File: src/sv/msl_pkg.sv
// ----------------------------------------------------------------------------
// msl_pkg: shared types and constants of the S-box lookup unit
// Register indexes, lookup mode codes and the control bundles that travel
// between the pipeline stages.
// ----------------------------------------------------------------------------
package msl_pkg;

	// Number of lookup memories.
	localparam int NUM_TABLES = 4;

	// Register indexes on the configuration port (byte address / 4).
	localparam logic [2:0] REG_MODE  = 3'd0;
	localparam logic [2:0] REG_BANK0 = 3'd1;
	localparam logic [2:0] REG_BANK1 = 3'd2;
	localparam logic [2:0] REG_BANK2 = 3'd3;
	localparam logic [2:0] REG_BANK3 = 3'd4;

	// Lookup mode codes.
	localparam logic [2:0] MODE_NIB4  = 3'd0;
	localparam logic [2:0] MODE_NIB6  = 3'd1;
	localparam logic [2:0] MODE_BYTE  = 3'd2;
	localparam logic [2:0] MODE_FOLD  = 3'd3;
	localparam logic [2:0] MODE_WORDS = 3'd4;
	localparam logic [2:0] MODE_SEL9  = 3'd5;

	// Request opcodes.
	localparam logic OP_LOOKUP = 1'b0;
	localparam logic OP_WRITE  = 1'b1;

	// Configuration register contents.
	typedef struct packed {
		logic [2:0]                 mode;
		logic [NUM_TABLES-1:0][1:0] bank;
	} cfg_t;

	// Control that follows a lookup request through the pipeline.
	typedef struct packed {
		logic       valid;
		logic [2:0] mode;
		logic       sel_hi;
	} lookup_ctrl_t;

endpackage

File: src/sv/msl_combine.sv
// ----------------------------------------------------------------------------
// msl_combine: result assembly stage
// Combines the four words read into the result fields as the mode says and
// drives the registered result strobe.
// ----------------------------------------------------------------------------
module msl_combine
	import msl_pkg::*;
(
	input  logic                         clk,
	input  logic                         arst_n,
	input  lookup_ctrl_t                 ctrl_s1,
	input  logic [NUM_TABLES-1:0][31:0]  rd_data_s2,
	output logic                         result_valid,
	output logic [31:0]                  result_0,
	output logic [31:0]                  result_1,
	output logic [31:0]                  result_2,
	output logic [31:0]                  result_3
);

	lookup_ctrl_t               ctrl_s2;
	logic [NUM_TABLES-1:0][7:0] fold;
	logic [NUM_TABLES-1:0][31:0] res_d;
	logic                       valid_s3;
	logic [NUM_TABLES-1:0][31:0] res_s3;

	// Control follows the memory read latency.
	always_ff @(posedge clk or negedge arst_n) begin
		if (!arst_n) begin
			ctrl_s2 <= '0;
		end else begin
			ctrl_s2 <= ctrl_s1;
		end
	end

	// Byte-XOR fold of each word.
	always_comb begin
		for (int i = 0; i < NUM_TABLES; i++) begin
			fold[i] = rd_data_s2[i][31:24] ^ rd_data_s2[i][23:16] ^
				rd_data_s2[i][15:8] ^ rd_data_s2[i][7:0];
		end
	end

	// Result combination.
	always_comb begin
		res_d = '0;
		case (ctrl_s2.mode)
			MODE_NIB4, MODE_NIB6: begin
				res_d[0] = {16'd0, rd_data_s2[3][3:0], rd_data_s2[2][3:0],
					rd_data_s2[1][3:0], rd_data_s2[0][3:0]};
			end
			MODE_BYTE: begin
				res_d[0] = {rd_data_s2[3][7:0], rd_data_s2[2][7:0],
					rd_data_s2[1][7:0], rd_data_s2[0][7:0]};
			end
			MODE_FOLD: begin
				res_d[0] = {fold[3], fold[2], fold[1], fold[0]};
			end
			MODE_WORDS: begin
				res_d = rd_data_s2;
			end
			MODE_SEL9: begin
				if (ctrl_s2.sel_hi) begin
					res_d[0] = {23'd0, rd_data_s2[0][24:16]};
				end else begin
					res_d[0] = {23'd0, rd_data_s2[0][8:0]};
				end
			end
			default: res_d = '0;
		endcase
	end

	// Output strobe register.
	always_ff @(posedge clk or negedge arst_n) begin
		if (!arst_n) begin
			valid_s3 <= 1'b0;
		end else begin
			valid_s3 <= ctrl_s2.valid;
		end
	end

	// Output payload register.
	always_ff @(posedge clk) begin
		if (ctrl_s2.valid) begin
			res_s3 <= res_d;
		end
	end

	assign result_valid = valid_s3;
	assign result_0     = res_s3[0];
	assign result_1     = res_s3[1];
	assign result_2     = res_s3[2];
	assign result_3     = res_s3[3];

endmodule

File: config.mk
export PLATFORM = sky130hd
export DESIGN_NAME = msl_combine
export DESIGN_NICKNAME = d
export VERILOG_FILES = /design/src/sv/msl_pkg.sv /design/src/sv/msl_combine.sv
export SDC_FILE = /design/constraint.sdc
export NUM_CORES = 1
export LEC_CHECK = 0
export ABC_AREA = 1
export BUFFER_PORTS_ARGS = -buffer_cell sky130_fd_sc_hd__buf_2
export CAP_MARGIN = 20
export CORE_AREA = 2 2 121 123
export CTS_CLUSTER_SIZE = 10
export DETAILED_ROUTE_END_ITERATION = 8
export DIE_AREA = 0 0 123 125
export GPL_TIMING_DRIVEN = 0
export PLACE_DENSITY = 0.76
export SLEW_MARGIN = 20
export SYNTH_ARGS = -nofsm -noshare
export SYNTH_HDL_FRONTEND = slang
export SYNTH_SLANG_ARGS = --single-unit
File: constraint.sdc
create_clock -name clk -period 4.3 [get_ports clk]
set_input_delay 0.86 -clock clk [delete_from_list [all_inputs] [get_ports clk]]
set_output_delay 0.86 -clock clk [all_outputs]
set_load 0.05 [all_outputs]
# Word-level counts from Yosys, hierarchy flattened
# Index checks and enable logic that the tools add are counted.
# word_totals
register_bits	134
in_bits	135
out_inout_bits	129
word_cells	29
# op_classes
n_eq_ne	5
muxes	2
bitwise	12
reduce_logical	2
# op_table
operator	count
$pmux 32 s5	1
$xor 8x8->8	12
$mux 9	1
$eq 3x2->1 const B	2
$eq 3x3->1 const B	2
$eq 3x1->1 const B	1
$logic_not 3->1	1
$reduce_or 2->1	1

# Longest topological paths before layout
# logic_depth
ltp_word	4
ltp_mapped	7

# Least setup slack after synthesis
# OpenSTA, ideal clock, no wires.
# synth_timing
kind	register to register
startpoint	reg ctrl_s2[4] (netlist name)
endpoint	reg res_s3 (netlist bit result_0[0]), enable pin
setup_time_ns	0.488
arrival_time_ns	2.897
path_slack_ns	0.915
stages_incl_launch_ff	1
path_buffers	0
synth_period_minus_slack_ns	3.385
path_cell_list	dfrtp_1
# synth_lines
item	line_no	rtl
from (decl)	msl_combine.sv:20	lookup_ctrl_t ctrl_s2;
from (signal assigned)	msl_combine.sv:31	ctrl_s2 <= ctrl_s1;
to (signal assigned)	msl_combine.sv:84	res_s3 <= res_d;
to (decl)	msl_combine.sv:24	logic [NUM_TABLES-1:0][31:0] res_s3;
# No word-level cell between the ends.

# Final worst setup path
# layout_timing
startpoint	reg res_s3 (netlist bit result_3[10])
endpoint	out result_3[10]
# layout_lines
item	line_no	rtl
to (decl)	msl_combine.sv:17	output logic [31:0] result_3
# No word-level cell between the ends.

==> metrics.md <==
| Metric | Value |
|---|---|
| Buffers plus inverters on the worst setup path | `1` |
| Full die area | `15400 µm²` |
| Most common cell in the netlist | `nand2_1` |
| EDFF count, synth | `128` |
| Cts hold-fix bufs | `0` |
| Area of the multi-input gates | `2210 µm²` |
| Drt pass-1 iters | `5` |
| CTS-repair resized insts | `0` |
| Post-route ant nets | `0` |
| Path type of the worst setup path | `register to output pin` |
| Data required, critical path | `3.44 ns` |
| Final period util | `44.2%` |
| Max stage delay on crit path | `0.39 ns` |
| Fraction of registers with async set/reset | `4.48%` |
| Clock slew at reported path FFs | `0.06 ns` |
| Crit path cell chain | `buf_2` |
| Vias post-DR | `6559` |
| Unrepaired setup endpoints after global routing | `no` |
| CTS sink count | `134` |
| Crit path max fanout | `1` |
| TritonCTS clock tree | `built` |
| Yosys reg bits | `134` |
| Syn Area/Cell | `8.27 µm²` |
| Register Area | `4000 µm²` |
| Mapped cell area | `6920 µm²` |
| Primary FF master, synth | `edfxtp_1` |
| Iter 0 DRT Violations | `514` |
| Total number of yosys warnings | `0` |
| Core box area | `14200 µm²` |
| Syn Nets | `972` |
| Layout Nets | `1256` |
| First-pass GRT wire length | `31200 µm` |
| Avg Vias per Cell | `4.97` |
| Gr usage total | `27.2%` |
| Share of the synthesized area in the top cell type | `55.6%` |
| Clk buf depth | `2` |
| Initial antenna violation count | `1` |
| Largest net degree at the start of global routing | `58` |
| Status | `finished clean` |
| Crit. End Element | `output pin` |
| Total gr overflow | `0` |
| Worst slack at placement | `2.49 ns` |
| Area leader, netlist | `edfxtp_1` |
| Sequential-to-total area share from yosys stat | `57.7%` |
| Worst Tran Pin Value | `0.541 ns` |
| Slew headroom | `63.8%` |
| PD cells | `398 nW/µm²` |
| Initial Util | `48.7%` |
| Crit-path slowest cell | `edfxtp_1` |
| Area growth, synth to finish | `31.8%` |
| Clk_lat worst skew | `0.43 ns` |
| Total CTS buffers | `17` |
| Max Slew Vio Count | `0` |
| Final min period | `1.90 ns` |
| I/O Pins | `264` |
| Vias in the first global route | `6231` |
| Detailed-route wire length per cell | `15.7 µm` |
| Root Buffer | `clkbuf_16` |
| TNS Setup | `0 ns` |
| GP Congestion | `0.856` |
| H-tree lvl count | `4` |
| Cell variety after synth | `18` |
| Post-route DRC | `0` |
| Row count | `44` |
| Hold Fails Final Rpt | `0` |
| Die Wd | `123 µm` |
| Worst setup margin | `2.40 ns` |
| Worst setup SP type | `register` |
| Final setup fails | `0` |
| Cells after synthesis | `837` |
| IR Drop Worst-Case VDD | `0.238 mV` |
| Share of layout cells above drive strength 1 | `28.3%` |
| Critical path's top delay family | `flip-flops` |
| Leak Pwr | `4.99 nW` |
| Crit path DAT | `1.04 ns` |
| Flop2flop setup slack | `2.67 ns` |
| Clock skew | `0.00696 ns` |
| HP Class | `primary input to async pin` |
| Die height | `125 µm` |
| I/O Buffers | `263` |
| Most frequent cells after synthesis | `nand2_1 (298), inv_1 (152), edfxtp_1 (128)` |
| Final WL | `20600 µm` |
| Post-CTS setup buffer count | `0` |
| Maximum clock rate | `526 MHz` |
| Fillers | `1254` |
| Max Cap Viol | `0` |
| HPWL after detailed placement | `15600 µm` |
| Dominant cells by area after synthesis | `edfxtp_1 (56%), nand2_1 (16%), inv_1 (8.2%)` |
## per-stage QoR
step,instances,util [%],total power (W),hold WS (ns),cell area (µm²)
after global routing,1318,64.2,0.00375,0.265,9110
after CTS,1317,64.1,0.00363,0.253,9110
final,1319,64.2,0.00362,0.265,9110
after detailed placement,1286,60.0,0.00219,0.691,8520
after floorplan,837,-,0.00198,0.564,6920
after global placement,1284,59.6,0.00218,0.699,8460
## logic make-up after synthesis
family                    count (synthesis)  synth area share, %
and+or+nand+nor                         498                 29.2
xor gates and xnor gates                  2                0.253
buffers and inverters                   174                 10.3
DFF                                     134                 57.7
AOI/OAI and AO/OA                        29                 2.50
## cells in the final DEF, fill, tap and decap left out, types with 3 or more instances in the layout
master / instances
nand2_1: 298
buf_2: 276
inv_1: 152
edfxtp_1: 128
nor2_1: 127
nand3_1: 43
nand4_1: 27
o22ai_1: 22
clkbuf_16: 17
o21ai_0: 7
buf_6: 5
dfrtp_1: 5
clkinvlp_4: 4
clkinv_2: 4
bufinv_16: 3
## flip-flops by register name, indices dropped and copies added, names as in the netlist
register,flops
ctrl_s2,5
result_2,32
result_0,32
result_1,32
result_3,32
result_valid,1
## where the power goes
group	leakage, nW	total [W]	switching [W]	internal, W
clock network	0.278	0.00146	0.000556	0.000901
logic	3.30	0.000641	0.000471	0.000170
registers	1.41	0.00153	0.0000217	0.00150
total	4.99	0.00362	0.00105	0.00257
## final cells by class
| class | count | area share (%) |
|---|---|---|
| diodes | 2 | 0.0549 |
| plain buffers | 20 | 1.50 |
| clock buffers | 17 | 4.67 |
| clock inverters | 14 | 1.77 |
| inverters | 154 | 6.34 |
| multi-input cells | 529 | 24.2 |
| flip-flops and latches | 134 | 43.9 |
| well taps | 184 | 2.53 |
| repair buffers | 265 | 15.0 |
## path summary, 6_finish.rpt
check | startpoint | to | depth (start not counted)
min in group clk | ctrl_s1[2] | ctrl_s2[2] | 1
hold reg to reg | ctrl_s2[4] | result_valid | 0
max in group asynchronous | arst_n | ctrl_s2[4] | 1
setup reg to reg | ctrl_s2[3] | result_0[10] | 5
setup / recovery | result_3[10] | result_3[10] | 1
hold / removal | arst_n | result_valid | 1
## routing by layer
metal | global-route usage [%] | wire length (µm) | vias to the layer above
li1 | - | - | 3219
met1 | 32.0 | 7990 | 2993
met2 | 45.2 | 10000 | 285
met3 | 7.30 | 1740 | 62
met4 | 14.2 | 882 | 0
met5 | 0 | 0 | -
(Power assumes the default switching activity.)
