File: config.mk
export PLATFORM = sky130hd
export DESIGN_NAME = msl_addr_gen
export DESIGN_NICKNAME = d
export VERILOG_FILES = /design/src/sv/msl_pkg.sv /design/src/sv/msl_addr_gen.sv
export SDC_FILE = /design/constraint.sdc
export NUM_CORES = 1
export LEC_CHECK = 0
export ABC_AREA = 1
export BUFFER_PORTS_ARGS = -buffer_cell sky130_fd_sc_hd__buf_2
export CORE_AREA = 2 2 84 86
export CTS_CLUSTER_SIZE = 25
export DETAILED_ROUTE_END_ITERATION = 10
export DIE_AREA = 0 0 86 88
export MAX_ROUTING_LAYER = met4
export PLACE_DENSITY = 0.88
export SYNTH_ARGS = -nofsm -noshare
export SYNTH_HDL_FRONTEND = slang
export SYNTH_SLANG_ARGS = --single-unit
File: constraint.sdc
create_clock -name clk -period 0.8 [get_ports clk]
set_input_delay 0.04 -clock clk [delete_from_list [all_inputs] [get_ports clk]]
set_output_delay 0.04 -clock clk [all_outputs]
set_load 0.02 [all_outputs]
File: src/sv/msl_pkg.sv
// ----------------------------------------------------------------------------
// msl_pkg: shared types and constants of the S-box lookup unit
// Register indexes, lookup mode codes and the control bundles that travel
// between the pipeline stages.
// ----------------------------------------------------------------------------
package msl_pkg;

	// Number of lookup memories.
	localparam int NUM_TABLES = 4;

	// Register indexes on the configuration port (byte address / 4).
	localparam logic [2:0] REG_MODE  = 3'd0;
	localparam logic [2:0] REG_BANK0 = 3'd1;
	localparam logic [2:0] REG_BANK1 = 3'd2;
	localparam logic [2:0] REG_BANK2 = 3'd3;
	localparam logic [2:0] REG_BANK3 = 3'd4;

	// Lookup mode codes.
	localparam logic [2:0] MODE_NIB4  = 3'd0;
	localparam logic [2:0] MODE_NIB6  = 3'd1;
	localparam logic [2:0] MODE_BYTE  = 3'd2;
	localparam logic [2:0] MODE_FOLD  = 3'd3;
	localparam logic [2:0] MODE_WORDS = 3'd4;
	localparam logic [2:0] MODE_SEL9  = 3'd5;

	// Request opcodes.
	localparam logic OP_LOOKUP = 1'b0;
	localparam logic OP_WRITE  = 1'b1;

	// Configuration register contents.
	typedef struct packed {
		logic [2:0]                 mode;
		logic [NUM_TABLES-1:0][1:0] bank;
	} cfg_t;

	// Control that follows a lookup request through the pipeline.
	typedef struct packed {
		logic       valid;
		logic [2:0] mode;
		logic       sel_hi;
	} lookup_ctrl_t;

endpackage

File: src/sv/msl_addr_gen.sv
// ----------------------------------------------------------------------------
// msl_addr_gen: first pipeline stage
// Splits the lookup word into four indices, adds the bank selects, wraps the
// address to the table depth and decodes table writes.
// ----------------------------------------------------------------------------
module msl_addr_gen
	import msl_pkg::*;
#(
	parameter int TABLE_DEPTH = 1024
) (
	input  logic                               clk,
	input  logic                               arst_n,
	input  logic                               req,
	input  logic                               opcode,
	input  logic [31:0]                        lookup_word,
	input  logic [1:0]                         write_table,
	input  logic [9:0]                         write_addr,
	input  logic [31:0]                        write_data,
	input  cfg_t                               cfg,
	output lookup_ctrl_t                       ctrl_s1,
	output logic [NUM_TABLES-1:0][$clog2(TABLE_DEPTH)-1:0] rd_addr_s1,
	output logic [NUM_TABLES-1:0]              wr_en_s1,
	output logic [$clog2(TABLE_DEPTH)-1:0]     wr_addr_s1,
	output logic [31:0]                        wr_data_s1
);

	localparam int AW = $clog2(TABLE_DEPTH);
	localparam logic [13:0] DEPTH_1 = 14'(TABLE_DEPTH);
	localparam logic [13:0] DEPTH_2 = 14'(2 * TABLE_DEPTH);
	localparam logic [13:0] DEPTH_3 = 14'(3 * TABLE_DEPTH);

	logic [NUM_TABLES-1:0][7:0]  idx;
	logic [NUM_TABLES-1:0][13:0] raw_addr;
	logic [NUM_TABLES-1:0][13:0] wrap_addr;
	logic [NUM_TABLES-1:0]       wr_hit;
	logic                        wr_in_range;
	lookup_ctrl_t                ctrl_d;

	// Index split by mode; undefined modes read address zero.
	always_comb begin
		for (int i = 0; i < NUM_TABLES; i++) begin
			case (cfg.mode)
				MODE_NIB4: idx[i] = {4'd0, lookup_word[4*i +: 4]};
				MODE_NIB6: idx[i] = {2'd0, lookup_word[6*i +: 6]};
				default:   idx[i] = lookup_word[8*i +: 8];
			endcase
			if (cfg.mode > MODE_SEL9) begin
				raw_addr[i] = 14'd0;
			end else begin
				raw_addr[i] = {4'd0, cfg.bank[i], idx[i]};
			end
		end
	end

	// Address wrap modulo the depth; the raw address stays below four depths.
	always_comb begin
		for (int i = 0; i < NUM_TABLES; i++) begin
			if (raw_addr[i] >= DEPTH_3) begin
				wrap_addr[i] = raw_addr[i] - DEPTH_3;
			end else if (raw_addr[i] >= DEPTH_2) begin
				wrap_addr[i] = raw_addr[i] - DEPTH_2;
			end else if (raw_addr[i] >= DEPTH_1) begin
				wrap_addr[i] = raw_addr[i] - DEPTH_1;
			end else begin
				wrap_addr[i] = raw_addr[i];
			end
		end
	end

	// Table write decode; writes past the depth are dropped.
	assign wr_in_range = 14'(write_addr) < DEPTH_1;
	always_comb begin
		for (int i = 0; i < NUM_TABLES; i++) begin
			wr_hit[i] = req && (opcode == OP_WRITE) && wr_in_range &&
				(write_table == 2'(i));
		end
	end

	assign ctrl_d.valid  = req && (opcode == OP_LOOKUP);
	assign ctrl_d.mode   = cfg.mode;
	assign ctrl_d.sel_hi = lookup_word[8];

	// Stage 1 control registers.
	always_ff @(posedge clk or negedge arst_n) begin
		if (!arst_n) begin
			ctrl_s1  <= '0;
			wr_en_s1 <= '0;
		end else begin
			ctrl_s1  <= ctrl_d;
			wr_en_s1 <= wr_hit;
		end
	end

	// Stage 1 payload registers.
	always_ff @(posedge clk) begin
		for (int i = 0; i < NUM_TABLES; i++) begin
			rd_addr_s1[i] <= AW'(wrap_addr[i]);
		end
		wr_addr_s1 <= AW'(write_addr);
		wr_data_s1 <= write_data;
	end

endmodule

; ---- Word-level counts from Yosys, hierarchy flattened
; Cells that the tools add are included.
[word_totals]
mem_count = 0
latchBits = 0
output_inout_bits = 91
ram_bits = 0
rom_bits = 0
register_bits = 91
input_bits = 91
wordCells = 68
[op_classes]
shifts = 0
n_lt_le_gt_ge = 13
bitwise_logic = 1
n_reduce_logical = 8
n_mux = 20
multipliers = 0
div = 0
n_eq_ne = 4
addsub = 12
[op_table]
columns = op, n
row1 = 2-to-1 mux 10 bit, 16
row2 = subtractor 10 x 1 -> 10 bit (second input constant), 12
row3 = greater-or-equal comparator 14 x 12 -> 1 bit (second input constant), 8
row4 = case mux 8 bit (2 select lines), 4
row5 = greater-or-equal comparator 14 x 11 -> 1 bit (second input constant), 4
row6 = logical AND 1 bit, 6
row7 = == test 2 bit (second input constant), 2
row8 = == test 3 x 1 -> 1 bit (second input constant), 1
row9 = > comparator 3 bit (second input constant), 1
row10 = zero test 3 bit, 1
row11 = == test 2 x 1 -> 1 bit (second input constant), 1
row12 = zero test 2 bit, 1
row13 = inverter 1 bit, 1

; ---- Depth between registers and ports, before layout
[logic_depth]
word_depth = 7
mapped_depth = 7

; ---- Least setup slack after synthesis
; OpenSTA, ideal clock, no wires.
[synth_timing]
path_kind = input to register
start = input cfg[10] in the netlist's numbering
end = register rd_addr_s1[13] in the netlist's numbering
setup_ns = 0.058
arrival_time_ns = 0.588
path_buffers = 2
path_stages = 7
setup_slack_ns = 0.154
cell_sequence = nor2_2 buf_6 buf_6 nand3_2 nand2_1 nand2_1 nand2_1
[synth_via]
elab_chain_cells = 7
word_cells_on_any_way = 14
classes_between = add/sub (3) / order compare (4) / eq/ne (1) / mux (5) / reduce/logical (1)
[synth_lines]
columns = item, line_no
row1 = "start, declared", msl_addr_gen.sv:19  ; input cfg_t cfg,
row2 = == test 3 x 1 -> 1 bit / zero test 3 bit (equally long branches), msl_addr_gen.sv:42  ; case (cfg.mode)
row3 = case mux 8 bit (2 select lines), msl_addr_gen.sv:42
row4 = 2-to-1 mux 10 bit *, msl_addr_gen.sv:47  ; if (cfg.mode > MODE_SEL9) begin
row5 = greater-or-equal comparator 14 x 11 -> 1 bit / subtractor 10 x 1 -> 10 bit (equally long branches), --
row6 = 2-to-1 mux 10 bit, msl_addr_gen.sv:62  ; end else if (raw_addr[i] >= DEPTH_1) begin
row7 = 2-to-1 mux 10 bit, msl_addr_gen.sv:60  ; end else if (raw_addr[i] >= DEPTH_2) begin
row8 = 2-to-1 mux 10 bit *, msl_addr_gen.sv:58  ; if (raw_addr[i] >= DEPTH_3) begin
row9 = "end signal, assigned by index", msl_addr_gen.sv:97  ; rd_addr_s1[i] <= AW'(wrap_addr[i]);
row10 = "end, declared", msl_addr_gen.sv:21  ; output logic [NUM_TABLES-1:0][$clog2(TABLE_DEPTH)-1:0] rd_addr_s1,
; Mark *: on every way between the ends. The rest lies on a longest branch, timed or not.

; ---- Final worst setup path
[layout_timing]
start = register ctrl_s1[4] in the netlist's numbering
end = output ctrl_s1[4] in the netlist's numbering
[layout_rtl]
columns = item, line_no
row1 = "start, declared", msl_addr_gen.sv:20  ; output lookup_ctrl_t ctrl_s1,
row2 = "start signal, assigned", msl_addr_gen.sv:89  ; ctrl_s1 <= ctrl_d;
; No word-level cell between the ends.

==> key figures <==
Global routing
  • Initial antenna violation count: 2
  • GR Overflow Total: 0
  • Largest net degree at the start of global routing: 25
  • Vias in the first global route: 3,085
  • All-Layer GR Usage: 0.287
  • First-pass GRT wire length: 15.6 mm

Route
  • WL/cell: 17.1 µm
  • Post-route ant nets: 0
  • Met3 WL: 860 µm
  • Drt first pass iters: 4
  • Detailed Route WL: 10.6 mm
  • Vias per std cell: 4.59
  • Via count: 2,830
  • Met2 WL post-DR: 5.80 mm
  • 1st-iter DRT viols: 93
  • Met1 WL: 3.49 mm
  • Uppermost routed layer: met4
  • # DRC: 0

STA
  • Final setup viols: 92
  • Final period utilization: 1.14
  • FMAX: 1.10 GHz
  • Max_slew headroom: 0.665
  • Unrepaired setup endpoints after global routing: true
  • Slack of the critical path: -0.112 ns
  • Fin crit period: 0.912 ns
  • Hold Fails Final Rpt: 0
  • Measured slew at the worst slew-check pin: 0.503 ns
  • Final Max Slew Viols: 0

Placement
  • Port buffer count: 181
  • DP HPWL: 5.51 mm
  • Routability Congestion: 0.768
  • DP Worst Slack: -0.127 ns
  • Cells after DPL: 510

Yosys
  • Top cells by count, synth: dfxtp_1 (82), nand2_1 (58), nand3_1 (30)
  • Seq cells post-synth: 91
  • Prevailing post-synth register cell: dfxtp_1
  • Dominant cell by count in the synthesized netlist: dfxtp_1
  • Ys Warns: 0
  • Post-synth ARST share: 0.0989
  • Synth top area cells: dfxtp_1 (63%), dfrtp_1 (8.7%), nand2_1 (8.4%)
  • Avg Inst Size Synth: 10.2 µm²
  • Sequential-to-total area share from yosys stat: 0.721
  • Synth Cell Area: 0.00259 mm²
  • Yosys top cell by area: dfxtp_1
  • EDFF count, synth: 0
  • Share of the synthesized area in the top cell type: 0.634
  • Synth Net Count: 344
  • Library cells used by synthesis: 15
  • Cells after Synth: 253

Worst setup path
  • Crit. End Element: primary output
  • CP delay by family, top: flip-flops
  • CP Launch Type: flop
  • Critical Path RT: 0.76 ns
  • Max incr delay on CP: 0.39 ns
  • Setup CP Type: reg -> out
  • Bufs and invs on worst path: 1
  • Worst-path cell chain: buf_6
  • Crit Path Max Fanout: 1
  • Slowest-stage cell, CP: dfrtp_1
  • Arrival @ worst endpoint: 0.87 ns

Power
  • VDD IR max: 982 µV
  • P_leak: 2.70 nW
  • Pwr Density: 1930 mW/mm²

Hold path
  • Hold Path Sink: rd_addr_s1[11]
  • HP Class: in -> reg
  • Worst Hold Launch: lookup_word[9]
  • Hold Path Stages: 5

Die
  • Die height: 88 µm
  • I/O pins: 182
  • Die W: 86 µm
  • Row count: 30
  • Initial Utilization: 0.389
  • Die Area: 0.00757 mm²
  • Core area: 0.00664 mm²

Status
  • Failing checks: setup timing
  • Outcome: finished, violations left

Clocking
  • CTS tree: yes
  • Number of buffers created by CTS: 9
  • Setup bufs post-CTS: 0
  • CTS max path bufs: 2
  • Reg clk slew, reported paths: 0.10 ns
  • Total clock sinks: 91
  • CTS Root Cell: clkbuf_8
  • Max H-tree Level: 3

Layout
  • Layout Cells excl Fill: 616
  • Fill cell count: 385
  • Area growth syn-to-layout: 108%
  • Layout cells sized above 1: 0.541
  • # nets final: 620

Job
  • Max Cap Violations: 0
area by class of cell:
| class | count | area (µm²) | share of cell area |
|---|---|---|---|
| antenna | 2 | 5.00 | 0.000929 |
| clock buffer | 9 | 124 | 0.0230 |
| clock inverter | 7 | 95.1 | 0.0177 |
| inverter | 28 | 105 | 0.0195 |
| multi-input combinational | 124 | 544 | 0.101 |
| sequential | 91 | 1970 | 0.366 |
| tap | 80 | 100 | 0.0186 |
| timing repair buffer | 275 | 2440 | 0.454 |
cells by family after synthesis:
logic type             after synthesis  share of synthesized area
AOI/OAI and AO/OA                    4                    0.00774
DFF                                 91                      0.721
and+or+nand+nor                    120                      0.203
buffers and inverters               38                     0.0682
how the worst max path moves through the flow:
stage | from | endpoint | slack (ns) | cells past startpoint
2_1_floorplan | cfg[10] | rd_addr_s1[13] | 0.15 | 7
3_3_place_gp | cfg[10] | rd_addr_s1[25] | -0.1 | 7
3_5_place_dp | cfg[10] | rd_addr_s1[14] | -0.13 | 7
5_1_grt | ctrl_s1[4] | ctrl_s1[4] | -0.15 | 1
6_report | ctrl_s1[4] | ctrl_s1[4] | -0.11 | 1
4_1_cts | wr_en_s1[0] | wr_en_s1[0] | -0.13 | 1
state kept, by name, indices dropped and copies added (netlist names):
name        flops
rd_addr_s1     40
wr_data_s1     32
ctrl_s1         5
wr_addr_s1     10
wr_en_s1        4
power breakdown:
| part | switching [mW] | total, mW | leakage (nW) | internal, mW |
|---|---|---|---|---|
| combinational | 0.926 | 2.02 | 1.78 | 1.09 |
| sequential | 0.159 | 5.04 | 0.812 | 4.88 |
| clock | 1.81 | 3.35 | 0.111 | 1.54 |
cell usage in the layout (no fill, tap or decap), drive strengths merged:
cell type    instances
a21oi                4
dfrtp                9
clkbuf               9
bufinv               1
inv                 31
buf                186
nor3                 4
diode                2
dfxtp               82
nand2               58
nor2                26
clkinv               3
dlygate4sd3         89
nand3               32
stage by stage:
stage          power [mW]  area [µm²]  hold WS, ns   util  setup TNS (ns)
2_1_floorplan        5.65        2590       -0.256      -               0
3_3_place_gp         6.25        3600       -0.108  0.543           -1.78
3_5_place_dp         6.29        3600       -0.103  0.543           -3.05
4_1_cts              10.4        5390       0.0180  0.811           -5.89
5_1_grt              10.8        5390       0.0617  0.811           -7.70
6_report             10.4        5390       0.0354  0.811           -4.61
per-layer routing:
layer | GRT usage | vias up
li1 | - | 1324
met1 | 0.266 | 1275
met2 | 0.550 | 191
met3 | 0.0745 | 40
met4 | 0.130 | 0
met5 | - | -
repair_timing:
action                                  4_1_cts  5_1_grt
endpoints found under the hold margin        97        0
hold buffers                                 89        0
gates resized for setup                     264        0
endpoints found under the setup margin       91       92
No activity file was read; power rests on OpenSTA's default activity.
