## src/sv/msl_pkg.sv

```systemverilog
// ----------------------------------------------------------------------------
// msl_pkg: shared types and constants of the S-box lookup unit
// Register indexes, lookup mode codes and the control bundles that travel
// between the pipeline stages.
// ----------------------------------------------------------------------------
package msl_pkg;

	// Number of lookup memories.
	localparam int NUM_TABLES = 4;

	// Register indexes on the configuration port (byte address / 4).
	localparam logic [2:0] REG_MODE  = 3'd0;
	localparam logic [2:0] REG_BANK0 = 3'd1;
	localparam logic [2:0] REG_BANK1 = 3'd2;
	localparam logic [2:0] REG_BANK2 = 3'd3;
	localparam logic [2:0] REG_BANK3 = 3'd4;

	// Lookup mode codes.
	localparam logic [2:0] MODE_NIB4  = 3'd0;
	localparam logic [2:0] MODE_NIB6  = 3'd1;
	localparam logic [2:0] MODE_BYTE  = 3'd2;
	localparam logic [2:0] MODE_FOLD  = 3'd3;
	localparam logic [2:0] MODE_WORDS = 3'd4;
	localparam logic [2:0] MODE_SEL9  = 3'd5;

	// Request opcodes.
	localparam logic OP_LOOKUP = 1'b0;
	localparam logic OP_WRITE  = 1'b1;

	// Configuration register contents.
	typedef struct packed {
		logic [2:0]                 mode;
		logic [NUM_TABLES-1:0][1:0] bank;
	} cfg_t;

	// Control that follows a lookup request through the pipeline.
	typedef struct packed {
		logic       valid;
		logic [2:0] mode;
		logic       sel_hi;
	} lookup_ctrl_t;

endpackage

```

## src/sv/msl_regs.sv

```systemverilog
// ----------------------------------------------------------------------------
// msl_regs: configuration registers
// APB-style register file holding the lookup mode and four bank selects.
// ----------------------------------------------------------------------------
module msl_regs
	import msl_pkg::*;
(
	input  logic        clk,
	input  logic        arst_n,
	input  logic        psel,
	input  logic        penable,
	input  logic        pwrite,
	input  logic [4:0]  paddr,
	input  logic [31:0] pwdata,
	output logic [31:0] prdata,
	output logic        pready,
	output cfg_t        cfg
);

	cfg_t       cfg_q;
	logic       wr_en;
	logic [2:0] reg_idx;

	assign pready  = 1'b1;
	assign wr_en   = psel & penable & pwrite;
	assign reg_idx = paddr[4:2];
	assign cfg     = cfg_q;

	// Register writes; addresses beyond the list are ignored.
	always_ff @(posedge clk or negedge arst_n) begin
		if (!arst_n) begin
			cfg_q <= '0;
		end else if (wr_en) begin
			case (reg_idx)
				REG_MODE:  cfg_q.mode    <= pwdata[2:0];
				REG_BANK0: cfg_q.bank[0] <= pwdata[1:0];
				REG_BANK1: cfg_q.bank[1] <= pwdata[1:0];
				REG_BANK2: cfg_q.bank[2] <= pwdata[1:0];
				REG_BANK3: cfg_q.bank[3] <= pwdata[1:0];
				default: ;
			endcase
		end
	end

	// Read-back mux.
	always_comb begin
		case (reg_idx)
			REG_MODE:  prdata = {29'd0, cfg_q.mode};
			REG_BANK0: prdata = {30'd0, cfg_q.bank[0]};
			REG_BANK1: prdata = {30'd0, cfg_q.bank[1]};
			REG_BANK2: prdata = {30'd0, cfg_q.bank[2]};
			REG_BANK3: prdata = {30'd0, cfg_q.bank[3]};
			default:   prdata = 32'd0;
		endcase
	end

endmodule

```

## config.mk

```make
export PLATFORM = sky130hd
export DESIGN_NAME = msl_regs
export DESIGN_NICKNAME = d
export VERILOG_FILES = /design/src/sv/msl_pkg.sv /design/src/sv/msl_regs.sv
export SDC_FILE = /design/constraint.sdc
export NUM_CORES = 1
export LEC_CHECK = 0
export BUFFER_PORTS_ARGS = -buffer_cell sky130_fd_sc_hd__buf_2
export CAP_MARGIN = 20
export CELL_PAD_IN_SITES_DETAIL_PLACEMENT = 0
export CELL_PAD_IN_SITES_GLOBAL_PLACEMENT = 1
export CORE_UTILIZATION = 21
export CTS_CLUSTER_SIZE = 20
export DETAILED_ROUTE_END_ITERATION = 6
export PLACE_DENSITY = 0.86
export RECOVER_POWER = 100
export SYNTH_ARGS = -nofsm -noshare
export SYNTH_HDL_FRONTEND = slang
export SYNTH_SLANG_ARGS = --single-unit
```

## constraint.sdc

```tcl
create_clock -name clk -period 1.15 [get_ports clk]
set_clock_uncertainty 0.05 [all_clocks]
set_input_delay 0.23 -clock clk [delete_from_list [all_inputs] [get_ports clk]]
set_output_delay 0.23 -clock clk [all_outputs]
set_load 0.01 [all_outputs]
```

* After elaboration in Yosys (flattened, before gate mapping)
Index checks and enable logic that the tools add are counted.
** Word-level totals
- Word-level logic and storage cells :: 18
- Register bits :: 11
- Output and inout bits :: 44
- Input port bits :: 42
** Cells by class
- Reduce and logical (&&, ||, !) cells :: 6
- Equal/unequal tests :: 4
- Bitwise logic cells :: 2
- Multiplexer cells :: 1
** Operators by type and width (number)
- $pmux W3 S5 :: 1
- $reduce_and A2 Y1 :: 5
- $eq A3 B2 Y1 const B :: 2
- $eq A3 B1 Y1 const B :: 1
- $eq A3 B3 Y1 const B :: 1
- $logic_not A3 Y1 :: 1
- $and A1 B1 Y1 :: 2

* Logic depth before layout (Yosys ltp)
Gate-level depths: netlist of the first run.
- Depth in word-level cells :: 3
- Gate-level depth with buffers :: 4
- Depth with buffers taken out :: 3

* Least setup slack after synthesis of the first run
OpenSTA, ideal clock, no wires.
- Path type :: input port to flip-flop
- Start point :: input paddr[2]
- End point :: register cfg_q, in the netlist cfg[10]
- Data required time :: 0.975 ns
- Path buffers :: 1
- Setup slack :: -0.195 ns
- Cell stages on the path :: 4
- Library setup time :: 0.125 ns
- Arrival :: 1.170 ns
- Cells stage by stage :: buf_6 nand4b_4 or3_4 mux2_4
** On the way
- Word-level cells in the longest chain between the ends :: 2
** Ends and longest elaborated chain
- start: declaration :: line msl_regs.sv:13 : input logic [4:0] paddr,
- $logic_not A3 Y1 :: line msl_regs.sv:34 : case (reg_idx)
- $reduce_and A2 Y1 (no line)
- end: declaration :: line msl_regs.sv:20 : cfg_t cfg_q;
Every way passes these cells.
A chain may end at the register's enable or synchronous reset.

* Worst setup path in the final report of the first run
- Start point :: register cfg_q, in the netlist cfg[6]
- End point :: output prdata[0]
** On the way
- Word-level cells in the longest chain between the ends :: 1
** Ends and longest elaborated chain
- $pmux W3 S5 :: line msl_regs.sv:47 : case (reg_idx)
- end: declaration :: line msl_regs.sv:15 : output logic [31:0] prdata,
Every way passes these cells.

==> results of run 1 <==
==> path summary, 6_finish.rpt <==
| kind | slack, ns | from | end | cells past startpoint |
|---|---|---|---|---|
| max in group asynchronous | 0.17 | arst_n | cfg[1] | 2 |
| min | 0.17 | pwdata[2] | cfg[10] | 2 |
| min in group asynchronous | 0.48 | arst_n | cfg[4] | 2 |
| min reg2reg | 0.56 | cfg[6] | cfg[6] | 2 |
| max | -0.48 | cfg[6] | prdata[0] | 3 |
| max reg2reg | 0.12 | cfg[9] | cfg[9] | 3 |
==> placed cells by master (no fill, tap or decap), drive strengths merged <==
cell type and count:
and4bb 2, buf 42, clkbuf 7, conb 30, dfrtp 11, dlygate4sd3 1
mux2 11, mux2i 4, nand2b 1, nand4 1, nand4b 1, nor2 4
nor3 3, nor3b 1, nor4b 1, or3 3
==> cells by family (layout without fill, tap and decap cells) <==
group | after synthesis | count (layout) | synth area share, %
multiplexers | 15 | 15 | 21.1
other | 2 | 30 | 0.904
flip-flops | 11 | 11 | 33.1
buffers and inverters | 32 | 50 | 29.1
AND/OR/NAND/NOR | 17 | 17 | 15.8
==> power by group through the flow <==
| stage | logic, mW | registers, mW | clock network (mW) |
|---|---|---|---|
| after floorplan | 0.271 | 0.555 | 0 |
| after global placement | 0.490 | 0.510 | 0 |
| after detailed placement | 0.498 | 0.512 | 0 |
| after CTS | 0.668 | 0.504 | 0.399 |
| after global routing | 0.775 | 0.522 | 0.427 |
| final | 0.723 | 0.515 | 0.390 |
==> metrics by stage <==
| stage | power [mW] | area [um^2] | hold slack, ns |
|---|---|---|---|
| after floorplan | 0.826 | 952 | -0.116 |
| after global placement | 1.00 | 1010 | 0.0578 |
| after detailed placement | 1.01 | 1010 | 0.0684 |
| after CTS | 1.57 | 1230 | 0.167 |
| after global routing | 1.72 | 1280 | 0.169 |
| final | 1.63 | 1280 | 0.166 |
==> worst max-delay path: cells and delay by family, from the launching register on <==
kind / cells / cell delay (ns)
simple gates: 2 / 0.60
buf+inv: 1 / 0.13
flops: 1 / 0.38
==> layout make-up <==
| type | instances | area (um^2) | area share [%] |
|---|---|---|---|
| sequential | 11 | 275 | 21.5 |
| timing repair buffer | 46 | 435 | 34.1 |
| tap | 48 | 60.1 | 4.70 |
| multi-input combinational | 62 | 463 | 36.2 |
| clock buffer | 4 | 45.0 | 3.52 |
==> metal layers <==
| layer | GRT usage [%] | part of all wire, % |
|---|---|---|
| met5 | 0 | 0 |
| met4 | 4.17 | 1.8 |
| met3 | 1.94 | 4.7 |
| met2 | 15.6 | 51 |
| met1 | 10.8 | 42 |
==> what timing repair did <==
item,CTS,global route
setup endpoints to repair,18,19
setup buffers,5,3
hold buffers,1,0
cloned,1,0
gates resized for setup,20,17
endpoints found under the hold margin,11,0
pin swaps,1,8
==> results.md, run 1 <==
* Status: finished with violations
* Failing checks: negative setup slack
* Max_cap viols at 0
* VDD IR max at 0.569 mV
* Tcrit/Tclk final at 142%
* Overflow after GRT at 0
* Initial antenna violation count at 0
* Sw frac at 28.5%
* Ant diodes at 0
* WL per Instance at 11.3 um
* Placed Instances at 161
* Worst stage delay on the critical path at 0.38 ns
* Max reg flops at 11
* Crit-path max FO at 2
* Vias at 615
* Endpoints failing setup at 6
* Int Pwr at 1.16 mW
* Seq pwr share at 31.6%
* Async set-reset flop share out of synthesis at 100%
* Yosys warns at 0
* Final slew viol count at 0
* DP HPWL at 1390 um
* Final min period at 1.63 ns
* Max clock buf depth at 2
* Initial core utilization at 22.4%
* P_leak at 0.657 nW
* Post-Syn Instances at 77
* Crit path cell chain: and4bb_2 -> or3_4 -> buf_6
* # H-tree levels at 1
* Finished Layout Cells at 171
* Fmax at 612 MHz
* Rel. slew slack at 58.2%
* CP Capture Type: output pin
* Top-count cell post-synth: buf_4
* First-pass GRT wire length at 2840 um
* TritonCTS Buffers at 3
* Power share of the clock group at 24.0%
* Critical setup path kind: register to output pin
* Worst EP required at 0.87 ns
* Power density over the cells at 1270 mW/mm^2
* Hold Vio Cnt, Final at 0
* 1st-iter DRT viols at 2
* Io pins at 86
* EDFF count, synth at 0
* GRT Overall Usage at 9.13%
* # rows at 22
* Pin count of the biggest net entering global routing at 12
* Setup TNS at -1.10 ns
* Pre-CTS WS at -0.350 ns
* CTS tree: yes
* Comb pwr share at 44.4%
* Critical-path top delay cell: dfrtp_1
* Area leader, netlist: dfrtp_1
* Cell variety after synth at 18
* RePlAce Congestion at 0.803
* Most instantiated cells after synthesis: 30 x buf_4, 11 x dfrtp_1, 8 x mux2_2, 4 x mux2i_1, 4 x nor2_1
* Antenna viol nets, final at 0
* Top cell type's share of synthesized area at 33.1%
* Clk root buf: clkbuf_8
* Vias per cell at 3.60
* Layout fillers at 385
* Synth area leaders: dfrtp_1 33%, buf_4 27%, mux2_2 11%, mux2_4 5.4%, mux2i_1 4.8%
* CP Launch Type: register
* Worst slew pin tran at 0.628 ns
* Total clock sinks at 11
* Fin nets at 166
* Synth-to-layout area growth at 53.9%
* Syn avg cell area at 10.8 um^2
* Yosys reg bits at 11
* Core area at 0.00372 mm^2
* Die Ht at 64.9 um
* Hold WC Path Type: input pin to register
* Unrepaired setup endpoints after global routing: true
* Worst-Skew Late Latency at 0.24 ns
* NetSw at 0.464 mW
* Top FF cell, synth: dfrtp_1
* Arr. time, crit path at 1.35 ns
* Vias in the first global route at 574
* Die width at 64.9 um
* Cell area after synthesis at 831 um^2
* Worst-path clk slew at 0.05 ns
* Post-route worst setup slack at -0.484 ns
* Die Area at 0.00421 mm^2
* I/O Buffers at 24
* Layout cell share with drive strength beyond 1 at 52.8%
* Drt total wl at 1930 um
* Part of the Yosys area used for sequential elements at 33.1%
* DRC at 0
* Post-Route Utilization at 34.4%
* Pre-antenna DRT Iters at 3
Note: power is estimated with default switching activity, not from simulation.
==> run 2, diff against run 1 <==
--- a/config.mk
+++ b/config.mk
@@ -10,6 +10,7 @@
 export CELL_PAD_IN_SITES_DETAIL_PLACEMENT = 0
 export CELL_PAD_IN_SITES_GLOBAL_PLACEMENT = 1
 export CORE_UTILIZATION = 21
+export CTS_BUF_LIST = sky130_fd_sc_hd__clkbuf_8 sky130_fd_sc_hd__clkbuf_16
 export CTS_CLUSTER_SIZE = 20
 export DETAILED_ROUTE_END_ITERATION = 6
 export PLACE_DENSITY = 0.86
==> run 2 against run 1 <==
Compared with the run above: the flow still finishes with violations (negative setup slack); clock power fell by 2%; register-to-register slack hardly changed; non-clock buffer count unchanged; utilization unchanged; via count is the same; sequential cell count did not move; final area is the same; sequential share of layout area is the same; maximum frequency is the same; final cell count is the same; sequential power is essentially flat; critical path type unchanged; highest routed layer unchanged.
==> results.md, run 2 (same netlist as run 1, synthesis figures left out) <==
* 1st-iter DRT viols at 2
* Arr. time, crit path at 1.35 ns
* Power share of the clock group at 23.6%
* Hold_ws at 0.166 ns
* Worst-Skew Late Latency at 0.24 ns
* Max_cap viols at 0
* Post-route worst setup slack at -0.484 ns
* Placed Instances at 161
* Hold Crit Depth at 2
* Worst EP required at 0.87 ns
* Critical-path top delay cell: dfrtp_1
* Pre-antenna DRT Iters at 3
* Tcrit/Tclk final at 142%
* Worst stage delay on the critical path at 0.38 ns
* Seq pwr share at 31.8%
* Worst-path clk slew at 0.05 ns
* Total clock sinks at 11
* Die Ht at 64.9 um
* Initial antenna violation count at 0
* Vias at 615
* Core area at 0.00372 mm^2
* Pin count of the biggest net entering global routing at 12
* Drt total wl at 1930 um
* TritonCTS Buffers at 3
* I/O Buffers at 24
* Commonest non-fill, non-tap cell in the layout: conb_1
* Sw frac at 28.7%
* Endpoints failing setup at 6
* Layout cell share with drive strength beyond 1 at 52.8%
* Synth-to-layout area growth at 53.9%
* DP HPWL at 1390 um
* Fmax at 612 MHz
* Setup TNS at -1.11 ns
* Clk root buf: clkbuf_8
* Initial core utilization at 22.4%
* Hold Vio Cnt, Final at 0
* CTS tree: yes
* Crit path cell chain: and4bb_2 -> or3_4 -> buf_6
* Status: finished with violations
* Most frequent cells in the layout: 30 x conb_1, 24 x buf_6, 11 x dfrtp_1, 8 x buf_2, 8 x buf_4
* RePlAce Congestion at 0.803
* # H-tree levels at 1
* Layout fillers at 385
* Die Area at 0.00421 mm^2
* Vias per cell at 3.60
* Crit-path max FO at 2
* Unrepaired setup endpoints after global routing: true
* Overflow after GRT at 0
* Comb pwr share at 44.6%
* Worst r2r path cells at 3
* CP Capture Type: output pin
* Int Pwr at 1.15 mW
* WL per Instance at 11.3 um
* VDD IR max at 0.568 mV
* Max clock buf depth at 2
* CP Launch Type: register
* Critical setup path kind: register to output pin
* DRC at 0
* P_leak at 0.661 nW
* NetSw at 0.465 mW
* Finished Layout Cells at 171
* Post-Route Utilization at 34.4%
* Rel. slew slack at 58.2%
* Final min period at 1.63 ns
* Io pins at 86
* Final slew viol count at 0
* Antenna viol nets, final at 0
* Vias in the first global route at 574
* Hold WC Path Type: input pin to register
* GRT Overall Usage at 9.13%
* Fin nets at 166
* Power density over the cells at 1270 mW/mm^2
* Failing checks: negative setup slack
* Worst slew pin tran at 0.628 ns
* First-pass GRT wire length at 2840 um
* # rows at 22
* Ant diodes at 0
* Max reg flops at 11
* Die width at 64.9 um
## run 2: cell count changes in the layout (fill, tap and decap cells not counted)
cell	previous run	this run
clkbuf_1	3	2
inv_1	0	1
## run 2: layout make-up
class                      count  area (um^2)  share of cell area [%]
clock inverter                 1         3.75                   0.294
clock buffer                   3         41.3                    3.23
tap                           48         60.1                    4.70
sequential                    11          275                    21.5
multi-input combinational     62          463                    36.2
timing repair buffer          46          435                    34.1
## run 2: critical path: cells and delay by family, from the launching register on
family / cells / cell delay [ns]
flops: 1 / 0.38
buf+inv: 1 / 0.13
simple gates: 2 / 0.60
## run 2: power by group through the flow
stage	sequential, mW	clock (mW)	combinational (mW)
after global routing	0.522	0.419	0.775
after global placement	0.510	0	0.490
after detailed placement	0.512	0	0.498
after floorplan	0.555	0	0.271
after CTS	0.504	0.390	0.668
final	0.515	0.382	0.723
## run 2: layer usage
metal	up-vias	wire length, um	global-route usage, %
li1	295	-	-
met1	285	813	10.8
met2	32	989	15.6
met3	3	91	1.94
met4	0	34	4.17
met5	-	0	0
## run 2: timing repair
action / 4_1_cts / 5_1_grt
resized for setup: 20 / 17
setup buffers: 5 / 3
cloned: 1 / 0
pin swaps: 1 / 8
hold buffers: 1 / 0
endpoints found under the setup margin: 18 / 19
endpoints found under the hold margin: 11 / 0
## run 2: final timing paths
| kind | from | endpoint | slack, ns |
|---|---|---|---|
| min reg2reg | cfg[6] | cfg[6] | 0.56 |
| max in group asynchronous | arst_n | cfg[1] | 0.17 |
| min in group asynchronous | arst_n | cfg[4] | 0.48 |
| max reg2reg | cfg[9] | cfg[9] | 0.12 |
| max | cfg[6] | prdata[0] | -0.48 |
| min | pwdata[2] | cfg[10] | 0.17 |
## run 2: through the flow
| step | instance area (um^2) | total power, mW | setup slack, ns |
|---|---|---|---|
| floorplan | 952 | 0.826 | -0.191 |
| global placement | 1010 | 1.00 | -0.336 |
| detailed placement | 1010 | 1.01 | -0.350 |
| CTS | 1230 | 1.56 | -0.469 |
| global route | 1280 | 1.72 | -0.516 |
| finish | 1280 | 1.62 | -0.484 |
